### src/hw/rtl/cslt_pkg.sv
// cslt_pkg: shared types and codes of the circular slot mapping table
// transaction structs, operation and status codes, controller/datapath links
// depends on nothing
package cslt_pkg;

  // field widths of one transaction
  localparam int unsigned FUNC_W   = 2;
  localparam int unsigned ADDR_W   = 32;
  localparam int unsigned HANDLE_W = 32;
  localparam int unsigned SLOT_W   = 4;
  localparam int unsigned STATUS_W = 2;

  // operation codes
  typedef enum logic [FUNC_W-1:0] {
    FUNC_STORE   = 2'd0,
    FUNC_LOOKUP  = 2'd1,
    FUNC_RELEASE = 2'd2
  } func_e;

  // result status codes
  typedef enum logic [STATUS_W-1:0] {
    STATUS_OK   = 2'd0,
    STATUS_FULL = 2'd1,
    STATUS_MISS = 2'd2
  } status_e;

  // request transaction
  typedef struct packed {
    logic [FUNC_W-1:0]   func;
    logic [ADDR_W-1:0]   buffer_address;
    logic [HANDLE_W-1:0] buffer_handle;
    logic [SLOT_W-1:0]   release_slot;
  } req_t;

  // result transaction
  typedef struct packed {
    logic [STATUS_W-1:0] status;
    logic [SLOT_W-1:0]   found_slot;
    logic [HANDLE_W-1:0] found_handle;
  } res_t;

  // which result the datapath builds
  typedef enum logic [2:0] {
    RES_NONE   = 3'd0,
    RES_STORED = 3'd1,
    RES_FULL   = 3'd2,
    RES_HIT    = 3'd3,
    RES_MISS   = 3'd4
  } res_kind_e;

  // controller states
  typedef enum logic [1:0] {
    ST_IDLE   = 2'd0,
    ST_STORE  = 2'd1,
    ST_LOOKUP = 2'd2,
    ST_DRAIN  = 2'd3
  } state_e;

  // commands from controller to datapath
  typedef struct packed {
    logic      load;
    logic      step_fwd;
    logic      step_back;
    logic      issue;
    logic      write_slot;
    logic      free_slot;
    logic      emit;
    res_kind_e kind;
  } cmd_t;

  // status from datapath to controller
  typedef struct packed {
    logic [FUNC_W-1:0] func;
    logic              addr_zero;
    logic              free_here;
    logic              last;
    logic              hit;
  } stat_t;

endpackage

### src/hw/rtl/cslt_ctrl.sv
// cslt_ctrl: sequencing state machine of the slot table
// drives datapath commands from datapath status; uses cslt_pkg
module cslt_ctrl (
  input  logic            clk_i,
  input  logic            rst_ni,
  input  logic            start_i,
  input  cslt_pkg::stat_t stat_i,
  output cslt_pkg::cmd_t  cmd_o,
  output logic            busy_o
);
  import cslt_pkg::*;

  state_e state_q, state_d;

  // state register
  always_ff @(posedge clk_i or negedge rst_ni) begin
    if (!rst_ni) begin
      state_q <= ST_IDLE;
    end else begin
      state_q <= state_d;
    end
  end

  // next state
  always_comb begin
    state_d = state_q;
    unique case (state_q)
      ST_IDLE: begin
        if (start_i) begin
          unique case (stat_i.func)
            FUNC_STORE:  state_d = ST_STORE;
            FUNC_LOOKUP: state_d = stat_i.addr_zero ? ST_IDLE : ST_LOOKUP;
            default:     state_d = ST_IDLE;
          endcase
        end
      end
      ST_STORE: begin
        if (stat_i.free_here || stat_i.last) state_d = ST_IDLE;
      end
      ST_LOOKUP: begin
        priority if (stat_i.hit) state_d = ST_IDLE;
        else if (stat_i.last)    state_d = ST_DRAIN;
        else                     state_d = ST_LOOKUP;
      end
      ST_DRAIN: state_d = ST_IDLE;
      default:  state_d = ST_IDLE;
    endcase
  end

  // command outputs
  always_comb begin
    cmd_o      = '0;
    cmd_o.kind = RES_NONE;
    unique case (state_q)
      ST_IDLE: begin
        if (start_i) begin
          cmd_o.load = 1'b1;
          unique case (stat_i.func)
            FUNC_STORE: ;
            FUNC_LOOKUP: begin
              if (stat_i.addr_zero) begin
                cmd_o.emit = 1'b1;
                cmd_o.kind = RES_MISS;
              end
            end
            FUNC_RELEASE: begin
              cmd_o.free_slot = 1'b1;
              cmd_o.emit      = 1'b1;
            end
            default: cmd_o.emit = 1'b1;
          endcase
        end
      end
      ST_STORE: begin
        priority if (stat_i.free_here) begin
          cmd_o.write_slot = 1'b1;
          cmd_o.emit       = 1'b1;
          cmd_o.kind       = RES_STORED;
        end else if (stat_i.last) begin
          cmd_o.emit = 1'b1;
          cmd_o.kind = RES_FULL;
        end else begin
          cmd_o.step_fwd = 1'b1;
        end
      end
      ST_LOOKUP: begin
        priority if (stat_i.hit) begin
          cmd_o.emit = 1'b1;
          cmd_o.kind = RES_HIT;
        end else begin
          cmd_o.issue     = 1'b1;
          cmd_o.step_back = !stat_i.last;
        end
      end
      ST_DRAIN: begin
        cmd_o.emit = 1'b1;
        cmd_o.kind = stat_i.hit ? RES_HIT : RES_MISS;
      end
      default: ;
    endcase
  end

  assign busy_o = (state_q != ST_IDLE);

endmodule

### src/hw/rtl/cslt_dpath.sv
// cslt_dpath: slot storage, ring position, scan index and result register
// entry memory with registered read, used flags in flops; uses cslt_pkg
module cslt_dpath #(
  parameter int unsigned SLOTS = 16
) (
  input  logic            clk_i,
  input  logic            rst_ni,
  input  cslt_pkg::req_t  req_i,
  input  cslt_pkg::cmd_t  cmd_i,
  output cslt_pkg::stat_t stat_o,
  output logic            done_o,
  output cslt_pkg::res_t  res_o
);
  import cslt_pkg::*;

  localparam int unsigned IW = $clog2(SLOTS);
  localparam logic [IW-1:0] LAST_IDX = IW'(SLOTS - 1);

  typedef struct packed {
    logic [ADDR_W-1:0]   addr;
    logic [HANDLE_W-1:0] handle;
  } entry_t;

  entry_t              mem [SLOTS];
  entry_t              rd_entry_q;
  logic [IW-1:0]       rd_idx_q;
  logic                rd_vld_q;

  logic [ADDR_W-1:0]   addr_q, addr_d;
  logic [HANDLE_W-1:0] handle_q, handle_d;
  logic [IW-1:0]       idx_q, idx_d;
  logic [IW-1:0]       cnt_q, cnt_d;
  logic [IW-1:0]       ring_q, ring_d;
  logic [SLOTS-1:0]    used_q, used_d;
  logic                done_q, done_d;
  res_t                res_q, res_d;

  // operand capture and scan index
  always_comb begin
    addr_d   = addr_q;
    handle_d = handle_q;
    idx_d    = idx_q;
    cnt_d    = cnt_q;
    priority if (cmd_i.load) begin
      addr_d   = req_i.buffer_address;
      handle_d = req_i.buffer_handle;
      idx_d    = ring_q;
      cnt_d    = '0;
    end else if (cmd_i.step_fwd) begin
      idx_d = (idx_q == LAST_IDX) ? '0 : idx_q + IW'(1);
      cnt_d = cnt_q + IW'(1);
    end else if (cmd_i.step_back) begin
      idx_d = (idx_q == '0) ? LAST_IDX : idx_q - IW'(1);
      cnt_d = cnt_q + IW'(1);
    end else begin
      idx_d = idx_q;
    end
  end

  // used flags and ring position
  always_comb begin
    used_d = used_q;
    ring_d = ring_q;
    if (cmd_i.write_slot) begin
      used_d[idx_q] = (addr_q != '0);
      ring_d        = idx_q;
    end
    for (int unsigned i = 0; i < SLOTS; i++) begin
      if (cmd_i.free_slot && (32'(req_i.release_slot) == i)) used_d[i] = 1'b0;
    end
  end

  // result build
  always_comb begin
    res_d  = res_q;
    done_d = cmd_i.emit;
    if (cmd_i.emit) begin
      res_d.status       = STATUS_OK;
      res_d.found_slot   = '0;
      res_d.found_handle = '0;
      unique case (cmd_i.kind)
        RES_NONE:   ;
        RES_STORED: res_d.found_slot = SLOT_W'(idx_q);
        RES_FULL:   res_d.status = STATUS_FULL;
        RES_HIT: begin
          res_d.found_slot   = SLOT_W'(rd_idx_q);
          res_d.found_handle = rd_entry_q.handle;
        end
        RES_MISS:   res_d.status = STATUS_MISS;
        default:    ;
      endcase
    end
  end

  // control registers
  always_ff @(posedge clk_i or negedge rst_ni) begin
    if (!rst_ni) begin
      idx_q    <= '0;
      cnt_q    <= '0;
      ring_q   <= '0;
      used_q   <= '0;
      done_q   <= 1'b0;
      rd_vld_q <= 1'b0;
    end else begin
      idx_q    <= idx_d;
      cnt_q    <= cnt_d;
      ring_q   <= ring_d;
      used_q   <= used_d;
      done_q   <= done_d;
      rd_vld_q <= cmd_i.issue;
    end
  end

  // payload registers
  always_ff @(posedge clk_i) begin
    addr_q   <= addr_d;
    handle_q <= handle_d;
    res_q    <= res_d;
  end

  // entry memory, one write and one registered read
  always_ff @(posedge clk_i) begin
    if (cmd_i.write_slot) begin
      mem[idx_q] <= '{addr: addr_q, handle: handle_q};
    end
    if (cmd_i.issue) begin
      rd_entry_q <= mem[idx_q];
      rd_idx_q   <= idx_q;
    end
  end

  // status to controller
  assign stat_o.func      = req_i.func;
  assign stat_o.addr_zero = (req_i.buffer_address == '0);
  assign stat_o.free_here = !used_q[idx_q];
  assign stat_o.last      = (cnt_q == LAST_IDX);
  assign stat_o.hit       = rd_vld_q && used_q[rd_idx_q] && (rd_entry_q.addr == addr_q);

  assign done_o = done_q;
  assign res_o  = res_q;

endmodule

### src/hw/rtl/circular_slot_mapping_table.sv
// circular_slot_mapping_table: top level of the address to handle slot ring
// joins cslt_ctrl and cslt_dpath; uses cslt_pkg
//
// A request is taken at a clock edge where start is high and busy is low; its
// result shows on res_o for exactly one cycle with done_o high, and cannot be
// held off, so the receiver must take it then. A release, an unused operation
// code, or a lookup of address zero finishes at once: the result comes in the
// next cycle and busy stays low, so a new request may follow right away. A
// store scans forward from the ring position and is busy until it finds the
// first free slot, or until it has visited every slot when the table is full.
// A lookup scans backward from the ring position and is busy until a slot
// matches, or on a miss through the last slot and the drain state. The scan
// visits one slot per cycle; a lookup reads each slot through the single
// registered read port of the entry memory. The result shows in the first
// cycle with busy low. Reset frees all slots at once; no clearing pass.
module circular_slot_mapping_table #(
  parameter int unsigned SLOTS = 16
) (
  input  logic           clk_i,
  input  logic           rst_ni,
  input  logic           start,
  output logic           busy,
  input  cslt_pkg::req_t req_i,
  output logic           done_o,
  output cslt_pkg::res_t res_o
);
  import cslt_pkg::*;

  cmd_t  cmd;
  stat_t stat;

  // sequencer
  cslt_ctrl u_ctrl (
    .clk_i  (clk_i),
    .rst_ni (rst_ni),
    .start_i(start),
    .stat_i (stat),
    .cmd_o  (cmd),
    .busy_o (busy)
  );

  // storage and result datapath
  cslt_dpath #(
    .SLOTS(SLOTS)
  ) u_dpath (
    .clk_i  (clk_i),
    .rst_ni (rst_ni),
    .req_i  (req_i),
    .cmd_i  (cmd),
    .stat_o (stat),
    .done_o (done_o),
    .res_o  (res_o)
  );

endmodule

### config.mk
export PLATFORM = sky130hd
export DESIGN_NAME = circular_slot_mapping_table
export DESIGN_NICKNAME = d
export VERILOG_FILES = /design/src/hw/rtl/cslt_pkg.sv /design/src/hw/rtl/cslt_ctrl.sv /design/src/hw/rtl/cslt_dpath.sv /design/src/hw/rtl/circular_slot_mapping_table.sv
export SDC_FILE = /design/constraint.sdc
export NUM_CORES = 1
export LEC_CHECK = 0
export BUFFER_PORTS_ARGS = -buffer_cell sky130_fd_sc_hd__buf_2
export CAP_MARGIN = 20
export CORE_ASPECT_RATIO = 1.5
export CORE_MARGIN = 2
export CORE_UTILIZATION = 35
export CTS_BUF_LIST = sky130_fd_sc_hd__clkbuf_16
export DETAILED_ROUTE_END_ITERATION = 8
export GPL_TIMING_DRIVEN = 0
export PLACE_DENSITY = 0.57
export SLEW_MARGIN = 40
export SYNTH_ARGS = -nofsm -noshare
export SYNTH_HDL_FRONTEND = slang
export SYNTH_SLANG_ARGS = --single-unit
### constraint.sdc
create_clock -name clk_i -period 3.4 [get_ports clk_i]
set_clock_uncertainty 0.1 [all_clocks]
set_input_delay 0.51 -clock clk_i [delete_from_list [all_inputs] [get_ports clk_i]]
set_output_delay 0.51 -clock clk_i [all_outputs]
set_load 0.005 [all_outputs]
Yosys cells after proc, flatten, opt, wreduce, memory -nomap -nowiden. Memory sizes are Yosys's and may differ from the RTL's. A register that Yosys moved wholly into a read port is not among the register bits. Index checks and enable logic that the tools add are counted.

Order comparisons: 3. Reductions and logical operators: 47. Shifts and indexed selects: 0. Multipliers: 0. Divide/modulo/power cells: 0. Muxes and demuxes: 63. Bitwise operators: 0. Equality and inequality tests: 29. $add $sub $neg: 3.

Operator list (number): 4-bit two-way mux (12); 4-bit equality test (second input constant) (10); 2-bit nonzero test (17); 32-bit equality test (1); 32-bit logical NOT (1); 32-bit nonzero test (1); 1-bit two-way mux (31); 1-bit logical AND (19); 16-bit bitwise mux (1); 4-bit by 3-bit equality test with 1-bit output (second input constant) (4); 16-bit two-way mux (1); 4-bit one-hot mux with 4 select lines (1); 2-bit two-way mux (6); 4-bit by 5-bit < comparator with 1-bit output (second input constant) (2); 4-bit by 1-bit adder with 4-bit output (second input constant) (2); 1-bit binary-select mux with 4-bit select (2); 4-bit by 2-bit equality test with 1-bit output (second input constant) (2); 4-bit logical NOT (2); 2-bit one-hot mux with 2 select lines (2); 2-bit one-hot mux with 4 select lines (1); 4-bit one-hot mux with 2 select lines (1); 2-bit equality test (second input constant) (3); 3-bit by 2-bit equality test with 1-bit output (second input constant) (2); 3-bit two-way mux (2); 16 further kinds (19).

ROM bits: 0. Word-level logic and storage cells: 174. Memories: 1. Register bits: 138. Bits of input ports: 73. Output and inout port bits: 40. Memory bits (writable): 1024. Latch bits: 0.

Memories: u_dpath.mem (words 16, bits a word 64, rd ports 1, clocked after memory_dff 1, write ports 1, RTL line cslt_dpath.sv:24) `entry_t mem [SLOTS];`.

Logic depth before layout (Yosys ltp). Gate-level depths: netlist of the first run.

Depth in word-level cells: 9. Gate-level depth with buffers: 11. Gate-level depth less buffers: 8.

Modules after synthesis. From an unflattened synthesis of the first run, not the netlist that was laid out.

Cell total of the unflattened synthesis: 1910. Area total of the unflattened synthesis: 46349.5 um^2.

By module, submodules not included: cslt_dpath (area an instance 46119.2 um^2, times used 1, sequential area each 36605.1 um^2, cells an instance 1882); cslt_ctrl (area an instance 230.2 um^2, times used 1, sequential area each 50.0 um^2, cells an instance 28).

Worst setup path after synthesis of the first run. OpenSTA, ideal clock, no wires.

Path type: register to register. Start: register u_dpath.rd_idx_q[1]. End: register, netlist name u_dpath.rd_entry_q[0]. Arrival time: 3265 ps. Cell stages (with the launch flop): 8. Period minus slack after synthesis: 3801 ps. Data required time: 2865 ps. Setup slack: -401 ps. Cell sequence: edfxtp_1 > buf_2 > mux4_2 > mux2_2 > a22o_1 > nand3_2 > or2_2 > and3_1.

RTL lines: from (decl) (RTL line cslt_dpath.sv:26) `logic [IW-1:0] rd_idx_q;`; from (signal assigned) (RTL line cslt_dpath.sv:128) `rd_idx_q <= idx_q;`.

Worst setup path after layout of the first run.
Start: register u_dpath.idx_q[1]. End: memory u_dpath.mem[1][25] (netlist bit) (enable).

Longest elaborated chain between the ends: 6.

RTL lines: from (decl) (RTL line cslt_dpath.sv:31) `logic [IW-1:0] idx_q, idx_d;`; from (signal assigned) (RTL line cslt_dpath.sv:105) `idx_q <= idx_d;`; 1-bit binary-select mux with 4-bit select (RTL line cslt_dpath.sv:135) `assign stat_o.free_here = !used_q[idx_q];`; 1-bit two-way mux (implied by the code) (RTL line cslt_dpath.sv:135); 1-bit two-way mux (RTL line cslt_ctrl.sv:75) `priority if (stat_i.free_here) begin`; 1-bit two-way mux (RTL line cslt_ctrl.sv:54) `unique case (state_q)`; 1-bit two-way mux (RTL line cslt_dpath.sv:123) `if (cmd_i.write_slot) begin`; 1-bit two-way mux (implied by the code) (RTL line cslt_dpath.sv:124) `mem[idx_q] <= '{addr: addr_q, handle: handle_q};`; to (decl) (RTL line cslt_dpath.sv:24).

Several ways; a longest one is shown, not always the timed one. The select of a mux whose other input is x is not followed.

==> out/qor.txt, run 1 <==
Crit Path Category: reg2reg
Latest clock arrival within the worst-skew pair: 0.72 ns
Die H: 449 um
Post-route antenna net violation count: 0
Final worst-path cycle share: 99.1%
Core ar.: 131000 sq um
YS warnings: 0
Largest net degree at the start of global routing: 51
Worst slack at placement: -0.972 ns
Family with the most delay on the worst path: buffers and inverters
DR vias/cell: 5.32
Final Util: 41.9%
GRT Total Usage: 17.5%
Max Freq: 297 MHz
Slew @ Worst Pin: 0.893 ns
Slew HR: 40.5%
Critical path startpoint category: register
Max Slew Vio Count: 0
Post-synth EDFFs: 1194
PwrDens: 764 nW/um^2
Sink Count: 1226
Die footprint: 135000 sq um
Final cell count without fillers: 4163
Synthesized instance count: 1934
Status: finished, final reports clean
Initial DRC count: 2287
Total wire length: 120000 um
Asr flop ratio synth: 2.61%
TritonRoute pass-1 iters: 7
HPWL after DPL: 73600 um
GR Overflow Total: 0
Port Buf Inserts: 112
Area grow syn2layout: 19.0%
Synth Net Count: 2012
Synth Cell Area: 46300 sq um
Hold_ws: 0.121 ns
GPL Wtd Cong: 0.805
RSZ-0062 raised after global routing: no
WP data arrival: 3.65 ns
CP Max Fanout: 26
Initial antenna violation count: 9
Final Hold Viols: 0
Layout cells sized above 1: 34.2%
Initial Util: 35.2%
Post-DR wirelength/cell: 28.8 um
WP buf/inv: 3
Dpl cells: 3827
Max cap viols: 0
Cts bufs inserted: 107
DRC Markers: 0
Multi-input combinational cell area: 9470 sq um
Post-synth top flop: edfxtp_1
Filler instances: 11286
First-pass GRT wire length: 167000 um
Chip Width: 301 um
IO Pins: 113
Crit path setup slack, layout: 0.0317 ns
Peak supply drop: 0.000446 V
FF/Latch Area: 36700 sq um
H-tree depth: 3
Worst path required time: 3.68 ns
Root buf cell: clkbuf_16
Vias: 22147
CP max-delay cell: a2111oi_4
Mean Syn Cell Area: 23.9 sq um
Leakage power: 17.7 nW
Number of global-route vias before repair: 22994
Post-synth cell types: 52
Critical Path End Type: register
CP peak stage delay: 0.66 ns
Tmin final: 3.37 ns
Endpoints failing setup: 0
Std-Cell Rows: 163
Yosys reg bits: 1226
Cell-by-cell trace of the critical path: buf_2 > buf_4 > mux2i_1 > a22oi_1 > a2111oi_4 > and2_4 > buf_12
Register area share after synthesis: 79.2%
Clock Path Buffers: 3
Clock transition at path regs: 0.07 ns
TritonCTS clock tree: built
Nets: 2413
HP Class: in2reg
Final Total Pwr: 42.1 mW
## cell usage in the layout (no fill, tap or decap), types with 10 or more instances in the layout
cell	netlist	routed
inv_1	8	33
xnor2_2	0	19
clkbuf_1	45	11
buf_4	0	56
buf_12	0	56
mux2i_1	10	10
buf_2	27	147
nand2_1	19	19
clkinv_2	0	23
nor2_1	26	25
nand4_1	18	18
nor4_1	21	20
dlygate4sd3_1	0	66
clkinv_1	1	24
and2_4	0	12
edfxtp_1	1194	1194
clkbuf_2	0	30
mux4_2	323	323
xnor2_1	33	13
clkbuf_16	0	110
dfrtp_1	32	32
a221oi_1	16	16
and3_1	40	35
## path summary, 6_finish.rpt
check                                              from                              to  slack (ns)  cells after the start
max                        u_dpath.idx_q[1]$_DFFE_PN0P_    u_dpath.mem[1][25]$_DFFE_PP_        0.03                      7
max in group asynchronous                        rst_ni  u_dpath.used_q[13]$_DFFE_PN0P_        2.64                      2
min in group asynchronous                        rst_ni        u_dpath.done_o$_DFF_PN0_        0.21                      2
max reg2reg                u_dpath.idx_q[1]$_DFFE_PN0P_    u_dpath.mem[1][25]$_DFFE_PP_        0.03                      7
min reg2reg                u_dpath.idx_q[2]$_DFFE_PN0P_   u_dpath.rd_idx_q[2]$_DFFE_PP_        0.35                      0
min                                               start   u_ctrl.state_q[1]$_DFFE_PN0P_        0.12                      4
## cells by family after synthesis
kind of cell | after synthesis | synth area share [%]
adders and majority gates | 5 | 0.135
and+or+nand+nor | 176 | 2.12
AOI/OAI and AO/OA | 59 | 0.963
DFF | 1226 | 79.2
muxes | 337 | 16.0
buffers and inverters | 98 | 0.868
xor gates and xnor gates | 33 | 0.625
## synthesized netlist by cell type (all sizes together), types with 14 or more instances
library cell | count | share of area (%)
mux4 | 323 | 16
nor2 | 26 | 0.21
nand2 | 19 | 0.15
clkbuf | 45 | 0.37
a221oi | 16 | 0.30
nor4 | 21 | 0.28
dfrtp | 32 | 1.7
and2 | 14 | 0.19
nand4 | 18 | 0.24
xnor2 | 33 | 0.62
buf | 44 | 0.43
edfxtp | 1194 | 78
and3 | 40 | 0.54
## layout make-up
class | count | share of cell area (%)
flip-flops and latches | 1226 | 66.6
multi-input cells | 612 | 17.2
repair buffers | 290 | 5.13
clock buffers | 110 | 5.00
well taps | 1732 | 3.94
clock inverters | 91 | 1.23
plain buffers | 89 | 0.857
inverters | 9 | 0.0614
diodes | 4 | 0.0182
## routing by layer
| layer | routed length, um | global-route usage (%) | up-vias | part of all wire [%] |
|---|---|---|---|---|
| met4 | 4260 | 7.16 | 8 | 3.6 |
| met5 | 51 | 0 | - | 0.043 |
| met2 | 64300 | 31.5 | 836 | 54 |
| met1 | 44400 | 21.0 | 11998 | 37 |
| met3 | 6720 | 2.36 | 188 | 5.6 |
| li1 | - | - | 9117 | - |
## where the power goes
group / internal (mW) / switching (mW) / leakage [nW]
combinational: 5.02 / 5.71 / 4.72
clock: 6.56 / 5.43 / 1.79
sequential: 18.4 / 0.919 / 11.2
total: 30.0 / 12.1 / 17.7
## worst register-to-register path: cells and delay by family, from the launching register on
kind	cells	cell delay (ns)
AOI/OAI and AO/OA	2	0.83
buffers and inverters	3	0.87
DFF	1	0.42
muxes	1	0.26
and+or+nand+nor	1	0.52
## timing repair
| action | 4_1_cts | 5_1_grt |
|---|---|---|
| buffers inserted | 11 | 51 |
| endpoints found under the setup margin | 524 | 196 |
| gates cloned | 1 | 1 |
| resized for setup | 37 | 6 |
| endpoints found under the hold margin | 97 | 0 |
| pin swaps | 5 | 3 |
| hold buffers | 66 | 0 |
## registers in the layout, summed over array words and instances, names as in the netlist
signal              flops
u_dpath.mem          1024
u_dpath.rd_entry_q     64
u_dpath.res_o          38
u_dpath.addr_q         32
u_dpath.handle_q       32
u_dpath.used_q         16
u_dpath.cnt_q           4
u_dpath.idx_q           4
u_dpath.rd_idx_q        4
u_dpath.ring_q          4
u_ctrl.state_q          2
u_dpath.done_o          1
u_dpath.rd_vld_q        1
## through the flow
step           setup TNS, ns  area (sq um)
2_1_floorplan              0         46300
3_3_place_gp        -1612.35         49000
3_5_place_dp         -102.75         50100
4_1_cts                    0         54500
5_1_grt                    0         55100
6_report                   0         55100
No activity file was read; power rests on OpenSTA's default activity.
==> run 2: changes to the inputs <==
--- a/config.mk
+++ b/config.mk
@@ -17,4 +17,5 @@
 export SLEW_MARGIN = 40
 export SYNTH_ARGS = -nofsm -noshare
 export SYNTH_HDL_FRONTEND = slang
+export SYNTH_HIERARCHICAL = 1
 export SYNTH_SLANG_ARGS = --single-unit
==> run 2 against run 1 <==
Net effect: worst hold slack worse by 0.017 ns; critical endpoint is now u_dpath/mem[13][32]$_DFFE_PP_; non-clock buffer count grew 231; sequential cell count did not move; combinational power grew 9%; register-to-register slack worse by 0.22 ns; final cell count grew 4.9%; area after synthesis rose by 0.21%; utilization is 3.1 points higher; critical path type unchanged; the flow now finishes with violations (negative setup slack); clock power about the same.
==> out/qor.txt, run 2 <==
Status: finished with violations
Failing checks: negative setup slack
Leakage power: 19.5 nW (+11%)
TritonCTS clock tree: built
Endpoints failing setup: 394 (+394)
Post-synth top flop: edfxtp_1
Area grow syn2layout: 27.9%
RSZ-0062 raised after global routing: yes
Hold Crit Start: req_i[3]
Yosys reg bits: 1226 (unchanged)
PwrDens: 727 nW/um^2 (-4.9%)
Slew HR: 36.9% (-3.5 points)
Crit Path Category: reg2reg
Most frequent cells in the layout: 1194 x edfxtp_1, 325 x mux4_2, 124 x clkbuf_16
Port Buf Inserts: 110 (-1.8%)
Final instance area: 59300 sq um (+7.6%)
Peak supply drop: 0.000374 V (-16%)
Most frequent CP cell: buf_12
First-pass GRT wire length: 186000 um (+11%)
Latest clock arrival within the worst-skew pair: 0.72 ns (about the same)
DRC Markers: 0 (unchanged)
Post-DR wirelength/cell: 30.8 um (+7.0%)
Top cells by count, synth: 1194 x edfxtp_1, 323 x mux4_2, 46 x clkbuf_1, 32 x and2_1, 32 x dfrtp_1
Mean Syn Cell Area: 24.3 sq um (+1.5%)
GRT Total Usage: 19.8% (+2.3 points)
Commonest non-fill, non-tap cell in the layout: edfxtp_1
Combinational Power Share: 27.1% (+1.6 points)
YS warnings: 6 (+6)
Largest net degree at the start of global routing: 36 (-29%)
Post-DP Area: 51500 sq um (+2.9%)
Final cell count without fillers: 4365 (+4.9%)
Cts bufs inserted: 107 (unchanged)
Cell-by-cell trace of the critical path: buf_12 > mux4_2 > mux4_2 > inv_2 > and3b_2 > buf_8 > buf_12 > buf_12 > nand2_8 > nor2_4 > clkbuf_16 > buf_16 > buf_12 > buf_12
Root buf cell: clkbuf_16
P_sw: 12.5 mW (+3.9%)
Register area share after synthesis: 79.1% (-0.16 points)
H-tree depth: 3 (unchanged)
Asr flop ratio synth: 2.61% (unchanged)
CP max-delay cell: mux4_2
Hold Path Cell Cnt: 3 (-1)
Most frequent cell after synthesis: edfxtp_1
Fin Setup TNS: -28.17 ns (-28.17 ns)
Switching share of total power: 29.1% (+0.45 points)
Slew @ Worst Pin: 0.946 ns (+0.0530 ns)
Worst path required time: 3.72 ns (+0.04 ns)
Post-synth cell types: 46 (-12%)
Initial antenna violation count: 6 (-3)
Vias: 23431 (+5.8%)
Reg2reg start: u_dpath/idx_q[0]$_DFFE_PN0P_
Total wire length: 134000 um (+12%)
GR Overflow Total: 0 (unchanged)
Critical Path End Type: register
Clock transition at path regs: 0.07 ns (about the same)
Synthesized instance count: 1910 (-1.2%)
Clock power share: 27.9% (-0.6 points)
TritonRoute pass-1 iters: 5 (-2)
Critical R2R Capture: u_dpath/mem[13][32]$_DFFE_PP_
Die footprint: 135000 sq um (+0.20%)
GPL Wtd Cong: 0.783 (-2.7%)
Die H: 450 um (+0.10%)
Dpl cells: 3867 (+1.0%)
Final Hold Viols: 0 (unchanged)
Chip Width: 301 um (+0.10%)
Seq pwr share: 45.0% (-1.0 points)
HP Class: in2reg
DR vias/cell: 5.37 (+0.90%)
Synth Cell Area: 46300 sq um (+0.21%)
Number of global-route vias before repair: 24654 (+7.2%)
IO Pins: 113 (unchanged)
Initial Util: 35.2% (about the same)
Min-Delay Endpoint: u_dpath/used_q[3]$_DFFE_PN0P_
Post-synth EDFFs: 1194 (unchanged)
Initial DRC count: 2336 (+2.1%)
Synth Net Count: 1989 (-1.1%)
CP peak stage delay: 0.58 ns (-0.08 ns)
Sink Count: 1226 (unchanged)
Final worst-path cycle share: 106% (+6.5 points)
Critical path startpoint category: register
HPWL after DPL: 80600 um (+9.5%)
Max Freq: 278 MHz (-6.2%)
Internal power: 30.5 mW (+1.7%)
R2R setup slack: -0.19 ns (-0.22 ns)
CP Max Fanout: 8 (-69%)
Largest cells by area after synthesis: edfxtp_1 77%, mux4_2 16%, dfrtp_1 1.7%
Tmin final: 3.59 ns (+0.223 ns)
Max cap viols: 0 (unchanged)
Clock Path Buffers: 3 (unchanged)
Std-Cell Rows: 163 (unchanged)
Synth top area share: 77.4% (-0.16 points)
Post-route antenna net violation count: 0 (unchanged)
Reg with most FFs: u_dpath/mem
Crit path setup slack, layout: -0.191 ns (-0.223 ns)
Largest register FFs: 1024 (unchanged)
Layout cells sized above 1: 41.7% (+7.5 points)
Nets: 2618 (+8.5%)
Core ar.: 132000 sq um (+0.16%)
WP data arrival: 3.91 ns (+0.26 ns)
Largest area contributor in the netlist: edfxtp_1
Max Slew Vio Count: 0 (unchanged)
R2R depth: 14 (+7)
## run 2: changes by cell type after synthesis, moves of 7 or more
cell      change
and3_1       -38
buf_1        -11
xor2_1       +17
nand2b_1      +7
nand4_1       -7
buf_6        +25
o22ai_1      +12
buf_2        -16
a221oi_1     -13
and2_1       +18
xnor2_1      -15
mux4_1        +7
a21oi_1      +13
## run 2: layout make-up
cell class	instances	area, sq um
sequential	1226	36700
clock inverter	92	682
timing repair inverter	1	8.76
fill	10775	72300
antenna	1	2.50
clock buffer	110	2750
multi-input combinational	582	9530
inverter	11	65.1
timing repair buffer	523	6710
tap	1732	2170
buffer	87	691
## run 2: repair_timing
item | 4_1_cts | 5_1_grt
gates resized for setup | 285 | 76
pin swaps | 29 | 29
buffers inserted | 188 | 65
endpoints found under the hold margin | 100 | 0
cloned | 35 | 7
hold buffers | 68 | 0
endpoints found under the setup margin | 1196 | 948
## run 2: worst max path at each step
stage,slack (ns),endpoint,cells after the start,startpoint
finish,-0.19,u_dpath/mem[13][32]$_DFFE_PP_,14,u_dpath/idx_q[0]$_DFFE_PN0P_
global placement,-3.80,u_dpath/used_q[2]$_DFFE_PN0P_,9,u_dpath/idx_q[3]$_DFFE_PN0P_
CTS,-0.20,u_dpath/mem[13][32]$_DFFE_PP_,14,u_dpath/idx_q[0]$_DFFE_PN0P_
detailed placement,-2.47,u_dpath/res_o[19]$_SDFFCE_PP0P_,12,u_dpath/addr_q[6]$_DFFE_PP_
global route,-0.19,u_dpath/mem[13][32]$_DFFE_PP_,14,u_dpath/idx_q[0]$_DFFE_PN0P_
floorplan,-0.87,u_dpath/mem[0][0]$_DFFE_PP_,9,u_dpath/idx_q[0]$_DFFE_PN0P_
## run 2: cells by family after synthesis
logic type | Yosys count | synth area share (%)
DFF | 1226 | 79.1
muxes | 338 | 16.3
and+or+nand+nor | 147 | 1.74
buffers and inverters | 102 | 1.31
AOI/OAI and AO/OA | 56 | 0.767
xor gates and xnor gates | 35 | 0.661
adders and majority gates | 6 | 0.162
## run 2: power groups by stage
stage / clock [mW] / combinational [mW] / sequential, mW
2_1_floorplan: 0 / 7.14 / 19.4
3_3_place_gp: 0 / 10.3 / 19.8
3_5_place_dp: 0 / 10.7 / 19.8
4_1_cts: 12.2 / 11.7 / 19.4
5_1_grt: 12.8 / 12.2 / 19.5
6_report: 12.0 / 11.7 / 19.4
## run 2: critical path: cells and delay by family, from the launching register on
family                 cells  cell delay (ns)
DFF                        1             0.41
buffers and inverters      9             1.18
muxes                      2             1.10
and+or+nand+nor            3             0.49
## run 2: per-layer routing
layer | vias up | wire (um) | track usage [%]
met5 | - | 43 | 0
met4 | 6 | 6740 | 9.54
met3 | 293 | 7190 | 2.58
met1 | 12666 | 46700 | 22.4
met2 | 1026 | 73600 | 36.5
li1 | 9440 | - | -
## run 2: metrics by stage
step | hold WS (ns) | utilization (%) | worst slack (ns) | total power [mW]
finish | 0.104 | 45.1 | -0.191 | 43.1
global route | 0.116 | 45.1 | -0.190 | 44.4
CTS | 0.0586 | 45.1 | -0.204 | 43.3
detailed placement | 0.336 | 39.2 | -2.47 | 30.5
global placement | 0.330 | 37.4 | -3.80 | 30.1
floorplan | 0.114 | - | -0.874 | 26.5
